**config.mk**
```make
export PLATFORM = sky130hd
export DESIGN_NAME = wmf_col_cell
export DESIGN_NICKNAME = d
export VERILOG_FILES = /design/src/design/wmf_pkg.sv /design/src/design/wmf_col_cell.sv
export SDC_FILE = /design/constraint.sdc
export NUM_CORES = 1
export LEC_CHECK = 0
export BUFFER_PORTS_ARGS = -buffer_cell sky130_fd_sc_hd__buf_4
export CAP_MARGIN = 40
export CORE_ASPECT_RATIO = 0.7
export CORE_MARGIN = 1.5
export CORE_UTILIZATION = 40
export DETAILED_ROUTE_END_ITERATION = 10
export PLACE_DENSITY = 0.78
export SLEW_MARGIN = 20
export SYNTH_ARGS = -nofsm -noshare
export SYNTH_HDL_FRONTEND = slang
export SYNTH_SLANG_ARGS = --single-unit
```
**constraint.sdc**
```tcl
create_clock -name clk -period 0.8 [get_ports clk]
set_clock_uncertainty 0.15 [all_clocks]
set_input_delay 0 -clock clk [delete_from_list [all_inputs] [get_ports clk]]
set_output_delay 0 -clock clk [all_outputs]
set_load 0.01 [all_outputs]
```
**src/design/wmf_pkg.sv**
```systemverilog
// wmf_pkg: shared constants, register codes and pipeline control types
// for the window median filter. No dependencies.
package wmf_pkg;

    localparam int MAX_COLS_DEF = 1024;
    localparam int MAX_HALF_DEF = 2;
    localparam int MAX_ROWS     = 1024;
    localparam int ROW_W        = 10;   // row index
    localparam int ROWS_W       = 11;   // row count
    localparam int PIX_W        = 8;
    localparam int CFG_IDX_W    = 2;
    localparam int CFG_DATA_W   = 11;
    localparam int ROWS_RST     = 512;
    localparam int COLS_RST     = 512;

    // configuration register indexes
    typedef enum logic [CFG_IDX_W-1:0] {
        REG_WINDOW_HALF = 2'd0,
        REG_IMAGE_COLS  = 2'd1,
        REG_IMAGE_ROWS  = 2'd2
    } cfg_reg_t;

    // control that travels alongside window data through the median stages
    typedef struct packed {
        logic valid;
        logic last;
    } stage_ctl_t;

endpackage

```
**src/design/wmf_col_cell.sv**
```systemverilog
// wmf_col_cell: one column of the sliding window; takes its neighbor's
// column on each shift. Depends on wmf_pkg.
module wmf_col_cell #(
    parameter int W = 5
) (
    input  logic                      clk,
    input  logic                      en,
    input  logic [wmf_pkg::PIX_W-1:0] col_in  [W],
    output logic [wmf_pkg::PIX_W-1:0] col_out [W]
);
    always_ff @(posedge clk)
    begin
        if (en)
        begin
            col_out <= col_in;
        end
    end
endmodule

```
==> key figures, run 1 <==
Outcome
  – Outcome: finished, violations left
  – Failing checks: hold timing, setup timing

Worst setup path
  – Crit. End Element: output port
  – Worst path max stage delay: 0.45 ns
  – Buf/Inv on CP: 1
  – Cell breakdown of the critical path: buf_6
  – Critical path depth in cells: 1
  – Largest fanout on the critical path: 1
  – CP delay by family, top: flip-flops
  – Critical path class: reg -> out
  – Crit start category: flop
  – Req. time, crit path: 0.65 ns
  – Slowest-stage cell, CP: edfxtp_1
  – Crit path DAT: about 0.9 ns

Synthesis
  – Post-Synth Simple-Gate Area: 0
  – Most frequent cell after synthesis: edfxtp_1
  – FF+latch count, synth: 40
  – Xor/xnor cell area share of the yosys netlist: 0
  – Ys flop type: edfxtp_1
  – Area leader, netlist: edfxtp_1
  – Synth area leaders: edfxtp_1 (100%)
  – Yosys warns: 0
  – Post-synth net total: 82
  – Mux share of post-synthesis cell area: 0
  – Netlist cell types: 1
  – Mapped Area: 1200 um^2
  – Mapped Cells: 40
  – Synth Area per Inst: 30.0 um^2
  – Synth top cells by count: edfxtp_1 (40)
  – Adder-cell share of the synthesized area: 0
  – EDFF count, synth: 40
  – FFs w/ async S/R, synth: 0
  – Compound-Gate Fraction of Synth Area: 0
  – Post-synth top area share: 1.00
  – Post-synthesis sequential area ratio: 1.00

Die
  – Die Height: 48.8 um
  – Num rows: 16
  – Die width: 68.5 um
  – Die Area: 3350 um^2
  – Starting density of the core: 0.426
  – Core area: 2820 um^2
  – IO Count: 82

Route
  – Starting DRT DRC Count: 49
  – Residual DRC: 0
  – Via count: ~940
  – Vias per cell: 4.56
  – Routed Antenna Nets: 0
  – DRT Pass-1 Iters: 4
  – Drt total wl: approximately 4500 um
  – Routed len/inst: 21.6 um

Global route
  – Largest net degree at the start of global routing: 24
  – Initial antenna violation count: 0
  – First-pass GRT wire length: 6150 um
  – GRT Util Overall: 0.279
  – Vias in the first global route: 1125
  – Total gr overflow: 0

Cells and area
  – Final Cell Area: roughly 2600 um^2
  – Top reg by flops: col_out
  – Area growth syn-to-layout: 113%
  – N_diodes: 0
  – Largest register FFs: 40
  – Filler cells: 93
  – Top flop regs: col_out (40)
  – Multi-input gates: 0
  – Share of layout cells above drive strength 1: 0.532
  – Multi-input gate area: 0 um^2
  – Non-Filler Instances: 207
  – Register area: 1200 um^2
  – Net count reported at finish: 212

Placed design
  – Placed Cells incl. Taps: 159
  – Port bufs: 81
  – GP Congestion: 0.614
  – Placement Cell Area: 1890 um^2

Timing
  – Setup-failing EPs final: 44
  – Max-Slew Margin vs Limit: 0.901
  – Tcrit/Tclk final: 1.32
  – Minimum clock period after layout: between 1 and 1.5 ns
  – Hold WS: -0.0359 ns
  – Fin worst setup slack: -0.255 ns
  – RSZ-0062 raised after global routing: true
  – Final Hold Vio Count: 38
  – Maximum clock rate: 948 MHz
  – Worst Max-Slew Pin Slew: 0.148 ns
  – Final Slew Violations: 0

Clock network
  – Num CTS Buffers: 5
  – Htree depth: 2
  – Clk sinks: 40
  – CTS clk-pin slew, worst paths: 0.08 ns
  – TritonCTS clock tree: done
  – Clock buffer depth: 2
  – CTS Hold Bufs: 40
  – Clock root cell: clkbuf_8

Power
  – Max rail drop VDD: 0.00123 V
  – Leak Pwr: 1.08 nW
  – PD cells: 2000 nW/um^2

Worst hold path
  – Hold Path Depth: 2
  – Hold EP: col_out[34]
  – Start point of the worst min-delay path: en
  – Hold WC Path Type: in -> reg

Job
  – Max cap viols: 0
==> cell type report <==
class | count | area share
clock buffers | 5 | 0.0269
clock inverters | 3 | 0.0167
flip-flops and latches | 40 | 0.470
well taps | 36 | 0.0176
repair buffers | 123 | 0.469
==> repair_timing <==
action,CTS,global route
endpoints found under the setup margin,40,41
cloned,0,0
hold endpoints to repair,80,36
gates resized for setup,18,22
buffers inserted,0,0
==> power by group <==
| part | internal, mW | total [mW] | switching, mW |
|---|---|---|---|
| Combinational | 0.548 | 0.833 | 0.285 |
| Clock | 0.924 | 1.67 | 0.750 |
| Sequential | 2.49 | 2.59 | 0.0988 |
| Total | 3.97 | 5.10 | 1.13 |
==> layout by cell type, fill, tap and decap left out, drive strengths merged <==
cell type     synthesis  final
clkinvlp              0      1
dlymetal6s4s          0      1
buf                   0     83
clkinv                0      1
clkbuf                0      5
bufinv                0      1
edfxtp               40     40
dlygate4sd3           0     39
==> how the worst max path moves through the flow <==
stage / slack, ns / endpoint / from
after floorplan: 0.26 / col_out[0] / col_out[0]
after global placement: 0.06 / col_out[20] / en
after detailed placement: 0.06 / col_out[17] / en
after CTS: -0.19 / col_out[30] / col_out[30]
after global routing: -0.29 / col_out[13] / col_out[13]
final: -0.25 / col_out[13] / col_out[13]
==> logic make-up (layout without fill, tap and decap cells) <==
| logic type | after synthesis | count (layout) |
|---|---|---|
| flops | 40 | 40 |
| buf+inv | 0 | 131 |
==> metrics by stage <==
step | TNS [ns] | util | power (mW) | setup slack [ns]
2_1_floorplan | 0 | - | 2.67 | 0.256
4_1_cts | -6.28 | 0.876 | 4.90 | -0.187
3_3_place_gp | 0 | 0.671 | 3.11 | 0.0638
5_1_grt | -8.86 | 0.905 | 5.27 | -0.285
6_report | -7.64 | 0.905 | 5.10 | -0.255
3_5_place_dp | 0 | 0.671 | 3.12 | 0.0561
==> layer usage <==
metal / GRT usage / routed length (um) / vias to the layer above
met2: 0.449 / 2160 / 70
met1: 0.320 / 1710 / 441
li1: - / - / 419
met4: 0.0900 / 140 / 0
met5: 0 / 0 / -
met3: 0.143 / 465 / 14
Note: power is estimated with default switching activity, not from simulation.
==> inputs of run 2 (changes only) <==
Settings changed: CORE_ASPECT_RATIO 0.7 to 2, SKIP_LAST_GASP from default to 1.
==> key figures, run 2 (synthesis results as in run 1) <==
Outcome
  – Outcome: finished, violations left
  – Failing checks: hold timing, setup timing

Worst setup path
  – Critical path class: reg -> out
  – Req. time, crit path: 0.65 ns
  – Crit start category: flop
  – Largest fanout on the critical path: 1
  – Buf/Inv on CP: 1
  – Worst path max stage delay: 0.43 ns
  – CP delay by family, top: flip-flops
  – Cell breakdown of the critical path: buf_6
  – Crit path DAT: 0.84 ns
  – Crit. End Element: output port
  – Slowest-stage cell, CP: edfxtp_1

Global route
  – GRT Util Overall: 0.197
  – Largest net degree at the start of global routing: 19
  – Vias in the first global route: 957
  – First-pass GRT wire length: 4600 um
  – Total gr overflow: 0
  – Initial antenna violation count: 0

Timing
  – RSZ-0062 raised after global routing: true
  – Tcrit/Tclk final: 1.24
  – Final Hold Vio Count: 30
  – Maximum clock rate: 1010 MHz
  – Fin worst setup slack: -0.195 ns
  – Setup-failing EPs final: 42
  – Final Slew Violations: 0
  – Max-Slew Margin vs Limit: 0.920
  – Minimum clock period after layout: 0.995 ns
  – Hold WS: -0.0352 ns
  – Worst Max-Slew Pin Slew: 0.121 ns

Route
  – Routed len/inst: approximately 16 um
  – Routed Antenna Nets: 0
  – Starting DRT DRC Count: 15
  – DRT Pass-1 Iters: 3
  – Drt total wl: 3260 um
  – Via count: 904
  – Vias per cell: 4.48
  – Residual DRC: 0

Clock network
  – CTS Hold Bufs: 40
  – Clk sinks: 40
  – Post-CTS Setup Bufs: 0
  – TritonCTS clock tree: done
  – Clock buffer depth: 2
  – Num CTS Buffers: 5
  – CTS clk-pin slew, worst paths: about 0.070 ns
  – Htree depth: 2
  – Clock root cell: clkbuf_8

Cells and area
  – Non-Filler Instances: 202
  – Multi-input gate area: 0 um^2
  – Largest register FFs: 40
  – Most common cell after layout, fill and taps aside: buf_4
  – Share of layout cells above drive strength 1: 0.529
  – Commonest non-fill, non-tap cells in the layout: buf_4 (47), edfxtp_1 (40), dlygate4sd3_1 (39)
  – Final Cell Area: between 2000 and 3000 um^2
  – N_diodes: 0
  – Top reg by flops: col_out
  – Area growth syn-to-layout: 109%
  – Multi-input gates: 0
  – Top flop regs: col_out (40)
  – Fin util: 0.864
  – Net count reported at finish: 213

Worst hold path
  – Hold WC Path Type: in -> reg

Die
  – Die width: 41.8 um
  – Core area: 2910 um^2
  – Die Area: 3360 um^2
  – Num rows: 28
  – Starting density of the core: 0.413
  – IO Count: between 80 and 90
  – Die Height: 80.5 um

Placed design
  – GP Congestion: 0.726
  – Port bufs: 81
  – Placement Cell Area: 1890 um^2
  – Place WS: 0.0654 ns
  – Placed Cells incl. Taps: 154

Power
  – Leak Pwr: 1.07 nW
  – PD cells: 1820 nW/um^2
  – Max rail drop VDD: 0.00164 V

Job
  – Max cap viols: 0
==> run 2: changes by cell type in the layout (fill, tap and decap cells not counted) <==
cell,before,now
buf_6,39,35
bufinv_16,1,0
clkinv_1,0,1
clkinv_2,1,2
buf_4,42,47
clkinvlp_4,1,0
==> run 2: final timing paths <==
kind,startpoint,end,cells after the start
max,col_out[1],col_out[1],1
min,col_in[33],col_out[33],2
==> run 2: power by group <==
group / switching, mW / leakage (nW) / internal [mW]
clock network: 0.621 / 0.0453 / 0.591
logic: 0.253 / 0.632 / 0.540
registers: 0.0791 / 0.391 / 2.49
==> run 2: metrics by stage <==
stage	setup TNS [ns]	total power, mW
floorplan	0	2.67
finish	-6.01	4.58
detailed placement	0	3.13
CTS	-6.31	4.57
global placement	0	3.11
global route	-7.23	4.75
==> run 2: area by class of cell <==
| class | count | area (um^2) |
|---|---|---|
| clock buffer | 5 | 68.8 |
| timing repair buffer | 124 | 1190 |
| sequential | 40 | 1200 |
| clock inverter | 3 | 13.8 |
| tap | 30 | 37.5 |
| fill | 136 | 397 |
==> run 2: metal layers <==
metal	vias to the layer above	GRT usage	part of all wire
met5	-	0	0
met4	0	0.123	0.031
met3	8	0.0382	0.050
met2	45	0.366	0.60
met1	427	0.191	0.32
li1	424	-	-
==> run 2: repair_timing <==
action | CTS | global route
endpoints found under the setup margin | 40 | 41
resized for setup | 23 | 13
endpoints found under the hold margin | 80 | 31
