### src/design/wmf_pkg.sv
// wmf_pkg: shared constants, register codes and pipeline control types
// for the window median filter. No dependencies.
package wmf_pkg;

    localparam int MAX_COLS_DEF = 1024;
    localparam int MAX_HALF_DEF = 2;
    localparam int MAX_ROWS     = 1024;
    localparam int ROW_W        = 10;   // row index
    localparam int ROWS_W       = 11;   // row count
    localparam int PIX_W        = 8;
    localparam int CFG_IDX_W    = 2;
    localparam int CFG_DATA_W   = 11;
    localparam int ROWS_RST     = 512;
    localparam int COLS_RST     = 512;

    // configuration register indexes
    typedef enum logic [CFG_IDX_W-1:0] {
        REG_WINDOW_HALF = 2'd0,
        REG_IMAGE_COLS  = 2'd1,
        REG_IMAGE_ROWS  = 2'd2
    } cfg_reg_t;

    // control that travels alongside window data through the median stages
    typedef struct packed {
        logic valid;
        logic last;
    } stage_ctl_t;

endpackage

### src/design/wmf_bit_cell.sv
// wmf_bit_cell: one bit of the MSB-first rank select. Counts live
// candidates with a zero at BIT and decides that result bit.
// Depends on wmf_pkg.
module wmf_bit_cell #(
    parameter int N   = 25,
    parameter int KW  = 5,
    parameter int BIT = 7
) (
    input  logic                       clk,
    input  logic                       rst_n,
    input  logic                       en,
    input  wmf_pkg::stage_ctl_t        ctl_in,
    input  logic [wmf_pkg::PIX_W-1:0]  vals_in [N],
    input  logic [N-1:0]               alive_in,
    input  logic [KW-1:0]              k_in,
    input  logic [wmf_pkg::PIX_W-1:0]  res_in,
    output wmf_pkg::stage_ctl_t        ctl_out,
    output logic [wmf_pkg::PIX_W-1:0]  vals_out [N],
    output logic [N-1:0]               alive_out,
    output logic [KW-1:0]              k_out,
    output logic [wmf_pkg::PIX_W-1:0]  res_out
);
    import wmf_pkg::*;

    logic [N-1:0]      alive_next;
    logic [KW-1:0]     k_next;
    logic              bit_one;

    // zero count among live candidates decides the bit
    always_comb
    begin
        int zeros;
        zeros = 0;
        for (int i = 0; i < N; i++)
        begin
            if (alive_in[i] && !vals_in[i][BIT])
            begin
                zeros = zeros + 1;
            end
        end
        bit_one = (int'(k_in) >= zeros);
        k_next  = bit_one ? KW'(int'(k_in) - zeros) : k_in;
        for (int i = 0; i < N; i++)
        begin
            alive_next[i] = alive_in[i] && (vals_in[i][BIT] == bit_one);
        end
    end

    always_ff @(posedge clk or negedge rst_n)
    begin
        if (!rst_n)
        begin
            ctl_out <= '0;
        end
        else if (en)
        begin
            ctl_out <= ctl_in;
        end
    end

    always_ff @(posedge clk)
    begin
        if (en)
        begin
            vals_out  <= vals_in;
            alive_out <= alive_next;
            k_out     <= k_next;
            res_out   <= res_in | (PIX_W'(bit_one) << BIT);
        end
    end
endmodule

### config.mk
export PLATFORM = sky130hd
export DESIGN_NAME = wmf_bit_cell
export DESIGN_NICKNAME = d
export VERILOG_FILES = /design/src/design/wmf_pkg.sv /design/src/design/wmf_bit_cell.sv
export SDC_FILE = /design/constraint.sdc
export NUM_CORES = 1
export LEC_CHECK = 0
export BUFFER_PORTS_ARGS = -buffer_cell sky130_fd_sc_hd__buf_4
export CORE_AREA = 5 5 186 188
export CTS_CLUSTER_DIAMETER = 120
export DETAILED_ROUTE_END_ITERATION = 8
export DIE_AREA = 0 0 191 193
export PLACE_DENSITY_LB_ADDON = 0.05
export SYNTH_ARGS = -nofsm -noshare
export SYNTH_HDL_FRONTEND = slang
export SYNTH_SLANG_ARGS = --single-unit
### constraint.sdc
create_clock -name clk -period 1.1 [get_ports clk]
set_input_delay 0.33 -clock clk [delete_from_list [all_inputs] [get_ports clk]]
set_output_delay 0.33 -clock clk [all_outputs]
set_load 0.03 [all_outputs]
==> metrics.txt, run 1 <==
status finished, violations left; failing checks negative setup slack; 1st-iter DRT viols between 500 and 600; Tightest Pin Transition about 560 ps; most frequent cells in the layout 569 x buf_4, 244 x buf_6, 238 x edfxtp_1; clock root buffer clkbuf_16; Total Routing Usage GR 0.259; CTS Sinks between 200 and 250; Setup violations, final 271; final hold viol count 0; Worst R2R Setup Slack around 210 ps; top cells by area, synth edfxtp_1 60%, xnor2_1 3.7%, mux2i_1 3.6%; fmax a little over 70 MHz; crit-path max FO 5; area of the die around 0.037 mm2; fin util 0.701; first-pass GRT wire length about 72 mm; Starting Density 0.362; row cnt 67; ys flop type edfxtp_1; sequential-to-total area share from yosys stat 0.603; Die Y ~190 um; Buf/Inv on CP 5; cells on worst reg2reg path 2; CTS H-tree lvls 1; share of cells above drive strength 1 0.515; hold endpoint vals_out[63]$_DFFE_PP_; HPWL after DPL approximately 38 mm; placed insts ~2,100; static leakage ~0.010 uW; adder-cell share of the synthesized area 0.0308; initial antenna violation count 7; Clock Tree Buf Depth 3; largest net degree at the start of global routing 38; number of fill cells in the layout roughly 2,300; Crit path largest cell delay ~400 ps; Synthesis Warnings 0; max-slew violations 0; Via Count 11,256; Design Power between 50,000 and 60,000 uW; setup TNS -474,870 ps; FF-to-FF Start ctl_out[1]$_DFFE_PN0P_; # DRC 0; Compound-Gate Fraction of Synth Area 0.0709; Core Area approximately 0.033 mm2; Post-synth EDFFs ~240; placed inst area between 0.015 and 0.02 mm2; minimum clock period after layout around 14,000 ps; hold depth 1; VDD IR-drop max between 1.5 and 2 mV; post-synth top area cell edfxtp_1; syn avg cell area roughly 14 um2; CTS buffer count 27; post-synth cell types 90; unrepaired setup endpoints after global routing yes; most common cell after layout, fill and taps aside buf_4; routed len/inst ~21 um; layout net count 2,154; Synth Cell Area about 0.012 mm2; Clock Skews 0 ps; syn nets ~1,100; P&R area growth vs syn 93.4%; post-route insts no fill 2,363; Die W roughly 190 um; worst skew pair latency ~540 ps; vias per cell roughly 4.8; main combinational cell family by area after synthesis simple AND/OR/NAND/NOR gates; xor-xnor portion of the synthesized cell area 0.110; Final Wtd Congestion between 0.8 and 0.9; Async SR Flop Fraction 0.00833; data required time at the worst endpoint 1390 ps; Routed Antenna Nets 0; Max-Slew Margin vs Limit 0.628; post-synthesis register bit count 240; clock transition at the registers of the reported paths about 60 ps; hold_sp vals_in[63]; vias in the first global route around 11,000; CP endpoint kind flop; kind of critical path in2reg; PD cells 2370 mW/mm2; # IOs roughly 480; final worst slack -12,910 ps; total length of routed wires about 51 mm; crit share post-route 12.7; Slowest-stage cell, CP or3b_4; CTS tree yes; max-cap viol count 0; CP Launch Type input pin; 1st-pass router iterations 5; post-synthesis cell count approximately 850; Port Buffers approximately 480; Overflow after GRT 0; crit-path most repeated cell ha_4; Synth Area in Simple Gates 0.122; Final Instance Area 0.0231 mm2; worst r2r dst ctl_out[1]$_DFFE_PN0P_; proportion of netlist area held by the largest area contributor 0.599; Hold Path Class in2reg; cell family with most CP delay adder cells; mux contribution to synthesized area 0.0495; CP Data Arrival Time approximately 14,000 ps
-- power breakdown --
part,total (uW),internal (uW),switching [uW]
registers,12500,11900,661
clock network,9150,5380,3770
logic,33100,18200,15000
total,54800,35400,19400
-- how the worst max path moves through the flow --
stage | depth (start not counted) | start | slack [ps] | to
4_1_cts | 87 | vals_in[199] | -12780 | alive_out[18]$_DFFE_PP_
3_3_place_gp | 86 | vals_in[199] | -13380 | alive_out[18]$_DFFE_PP_
6_report | 87 | vals_in[199] | -12910 | alive_out[18]$_DFFE_PP_
5_1_grt | 87 | vals_in[191] | -13660 | alive_out[18]$_DFFE_PP_
3_5_place_dp | 87 | vals_in[191] | -13670 | alive_out[1]$_DFFE_PP_
2_1_floorplan | 87 | vals_in[191] | -13450 | alive_out[18]$_DFFE_PP_
-- state kept, by name, indices dropped and copies added, names as in the netlist --
| name | flops |
|---|---|
| vals_out | 200 |
| alive_out | 25 |
| res_out | 8 |
| k_out | 5 |
| ctl_out | 2 |
-- routing by layer --
layer | global-route usage | up-vias | routed length, um
li1 | - | 5318 | -
met1 | 0.332 | 5470 | 20700
met2 | 0.444 | 375 | 24900
met3 | 0.0448 | 93 | 2840
met4 | 0.0967 | 0 | 2190
met5 | 0 | - | 0
-- cell families (layout without fill, tap and decap cells) --
family | Yosys count | after routing
simple gates | 266 | 266
flops | 240 | 240
other cells | 0 | 11
buf+inv | 36 | 1091
xor+xnor | 105 | 105
mux | 57 | 57
compound gates | 115 | 116
fa+ha+maj | 29 | 29
-- per-stage QoR --
stage | hold slack [ps] | setup slack (ps)
floorplan | 34.4 | -13450
global placement | 116 | -13380
detailed placement | 122 | -13670
CTS | 0.553 | -12780
global route | 12.2 | -13660
finish | 24.5 | -12910
-- layout make-up --
class                      count  area [um2]  share of cell area
antenna                       11        27.5             0.00119
clock buffer                  36         729              0.0316
clock inverter                14         160             0.00694
inverter                      19        71.3             0.00309
multi-input combinational    573        5030               0.218
sequential                   240        7200               0.312
tap                          448         561              0.0243
timing repair buffer        1022        9300               0.403
-- timing repair --
action	in CTS	in global routing
buffers inserted	23	7
hold buffers	189	0
cloned	2	0
hold endpoints to repair	190	0
gates resized for setup	260	32
pin swaps	4	19
endpoints found under the setup margin	271	271
-- cells in the mapped netlist, types with 7 or more instances --
library cell    n
nor4_1          8
ha_1           27
a21o_1          9
nor2_1         36
xor2_1         23
edfxtp_1      238
nor2b_1        26
xnor2_1        51
mux2_2          7
nand2_1        70
nand4_1        14
nand3_1        20
nor3_1         11
a21oi_1        21
xnor3_1        11
clkbuf_1        9
o21ai_0        15
nor3b_1         7
inv_1          17
mux2i_1        43
xnor2_2         9
nand3b_1       14
nand2b_1       24
Note: power is estimated with default switching activity, not from simulation.
==> run 2: changes to the inputs <==
--- a/config.mk
+++ b/config.mk
@@ -14,3 +14,4 @@
 export SYNTH_ARGS = -nofsm -noshare
 export SYNTH_HDL_FRONTEND = slang
 export SYNTH_SLANG_ARGS = --single-unit
+export TNS_END_PERCENT = 10
==> metrics.txt, run 2 (same netlist as run 1, synthesis figures left out) <==
CTS tree yes; Crit path largest cell delay 400 ps (about the same); share of cells above drive strength 1 0.514 (about the same); pre-CTS setup slack -13,670 ps (unchanged); max-cap viol count 0 (unchanged); CTS H-tree lvls 1 (unchanged); CP endpoint kind flop; Die Y 193 um (unchanged); max-slew violations 0 (unchanged); Slowest-stage cell, CP or3b_4; Overflow after GRT 0 (unchanged); P&R area growth vs syn 93.3% (about the same); most frequent cells in the layout 569 x buf_4, 243 x buf_6, 238 x edfxtp_1; static leakage 0.0101 uW (about the same); initial antenna violation count 7 (unchanged); Clock Skews 0 ps (unchanged); Routed Antenna Nets 0 (unchanged); sequential share of power 0.229 (about the same); minimum clock period after layout 14,010 ps (+7.30 ps); Clk pwr share 0.167 (about the same); Clock Tree Buf Depth 3 (unchanged); clock root buffer clkbuf_16; Final Wtd Congestion 0.868 (unchanged); final worst slack -12,920 ps (-7.30 ps); vias per cell 4.76 (-0.12%); Tightest Pin Transition 555 ps (-2.44 ps); clock transition at the registers of the reported paths 60 ps (about the same); first-pass GRT wire length 72.2 mm (about the same); Die W 191 um (unchanged); combinational share of power 0.604 (about the same); kind of critical path in2reg; status finished, violations left; sw power 19,400 uW (about the same); Sw Ratio 0.354 (+0.000441); Worst R2R Setup Slack 330 ps (+120 ps); Final Instance Area 0.0231 mm2 (about the same); unrepaired setup endpoints after global routing yes; cell family with most CP delay adder cells; 1st-iter DRT viols 565 (+8.7%); placed inst area 0.0188 mm2 (unchanged); Core Area 0.0329 mm2 (unchanged); # DRC 0 (unchanged); biggest regs vals_out x200, alive_out x25, res_out x8; VDD IR-drop max 1.80 mV (+1.5%); Max-Slew Margin vs Limit 0.629 (+0.00163); Via Count 11,238 (-0.16%); crit-path max FO 5 (unchanged); data required time at the worst endpoint 1390 ps (about the same); 1st-pass router iterations 5 (unchanged); Hold Path Class in2reg; CTS Sinks 240 (unchanged); crit-path most repeated cell ha_4; worst skew pair latency 540 ps (about the same); area of the die 0.0369 mm2 (unchanged); Buf/Inv on CP 5 (unchanged); Total Routing Usage GR 0.259 (about the same); Reg with most FFs vals_out; max reg flops 200 (unchanged); # IOs 483 (unchanged); Port Buffers 482 (unchanged); layout net count 2,153 (-0.046%); Starting Density 0.362 (unchanged); CP Data Arrival Time 14,300 ps (about the same); crit share post-route 12.7 (about the same); CTS buffer count 27 (unchanged); routed len/inst 21.4 um (-0.10%); Setup violations, final 271 (unchanged); HPWL after DPL 37.5 mm (unchanged); CP Launch Type input pin; failing checks negative setup slack; total length of routed wires 50.5 mm (-0.14%); internal power 35,400 uW (-0.15%); fmax 71.4 MHz (about the same); largest net degree at the start of global routing 38 (unchanged); vias in the first global route 11,442 (-0.061%); row cnt 67 (unchanged); PD cells 2370 mW/mm2 (about the same); most common cell after layout, fill and taps aside buf_4; final hold viol count 0 (unchanged)
run 2: area by class of cell:
cell class	count	area [um2]
multi-input combinational	573	5030
sequential	240	7200
tap	448	561
clock buffer	36	729
inverter	19	71.3
fill	2317	9880
timing repair buffer	1021	9290
clock inverter	14	160
antenna	11	27.5
run 2: metal layers:
metal	vias to the layer above	part of all wire	global-route usage
met2	374	0.49	0.444
met1	5451	0.41	0.332
met3	93	0.055	0.0448
li1	5320	-	-
met5	-	0	0
met4	0	0.043	0.0967
run 2: final timing paths:
check                                        from                      end  cells past startpoint
setup / recovery                     vals_in[199]  alive_out[18]$_DFFE_PP_                     87
hold / removal                          ctl_in[0]   ctl_out[0]$_DFFE_PN0P_                      2
setup reg to reg           ctl_out[1]$_DFFE_PN0P_   ctl_out[1]$_DFFE_PN0P_                      1
hold reg to reg            ctl_out[0]$_DFFE_PN0P_   ctl_out[0]$_DFFE_PN0P_                      1
max in group asynchronous                   rst_n   ctl_out[1]$_DFFE_PN0P_                      2
min in group asynchronous                   rst_n   ctl_out[0]$_DFFE_PN0P_                      2
run 2: power groups by stage:
stage,sequential (uW),clock (uW),combinational [uW]
detailed placement,12100,0,25400
global placement,12100,0,25100
floorplan,14900,0,13100
CTS,12500,9290,31700
global route,12600,9710,35200
finish,12500,9140,33100
run 2: what timing repair did:
| action | 4_1_cts | 5_1_grt |
|---|---|---|
| gates resized for setup | 259 | 32 |
| endpoints found under the setup margin | 271 | 271 |
| hold buffers | 189 | 0 |
| setup buffers | 23 | 6 |
| hold endpoints to repair | 190 | 0 |
| pin swaps | 4 | 19 |
| gates cloned | 2 | 0 |
run 2: per-stage QoR:
step | cells | util | hold WS (ps) | setup TNS, ps | total power, uW
finish | 2362 | 0.700 | 33.4 | -474310 | 54700
global route | 2355 | 0.700 | 12.2 | -505610 | 57500
CTS | 2345 | 0.692 | 0.553 | -475180 | 53500
detailed placement | 2081 | 0.571 | 122 | -426780 | 37500
global placement | 2081 | 0.571 | 116 | -417500 | 37200
floorplan | 848 | - | 34.4 | -413990 | 27900
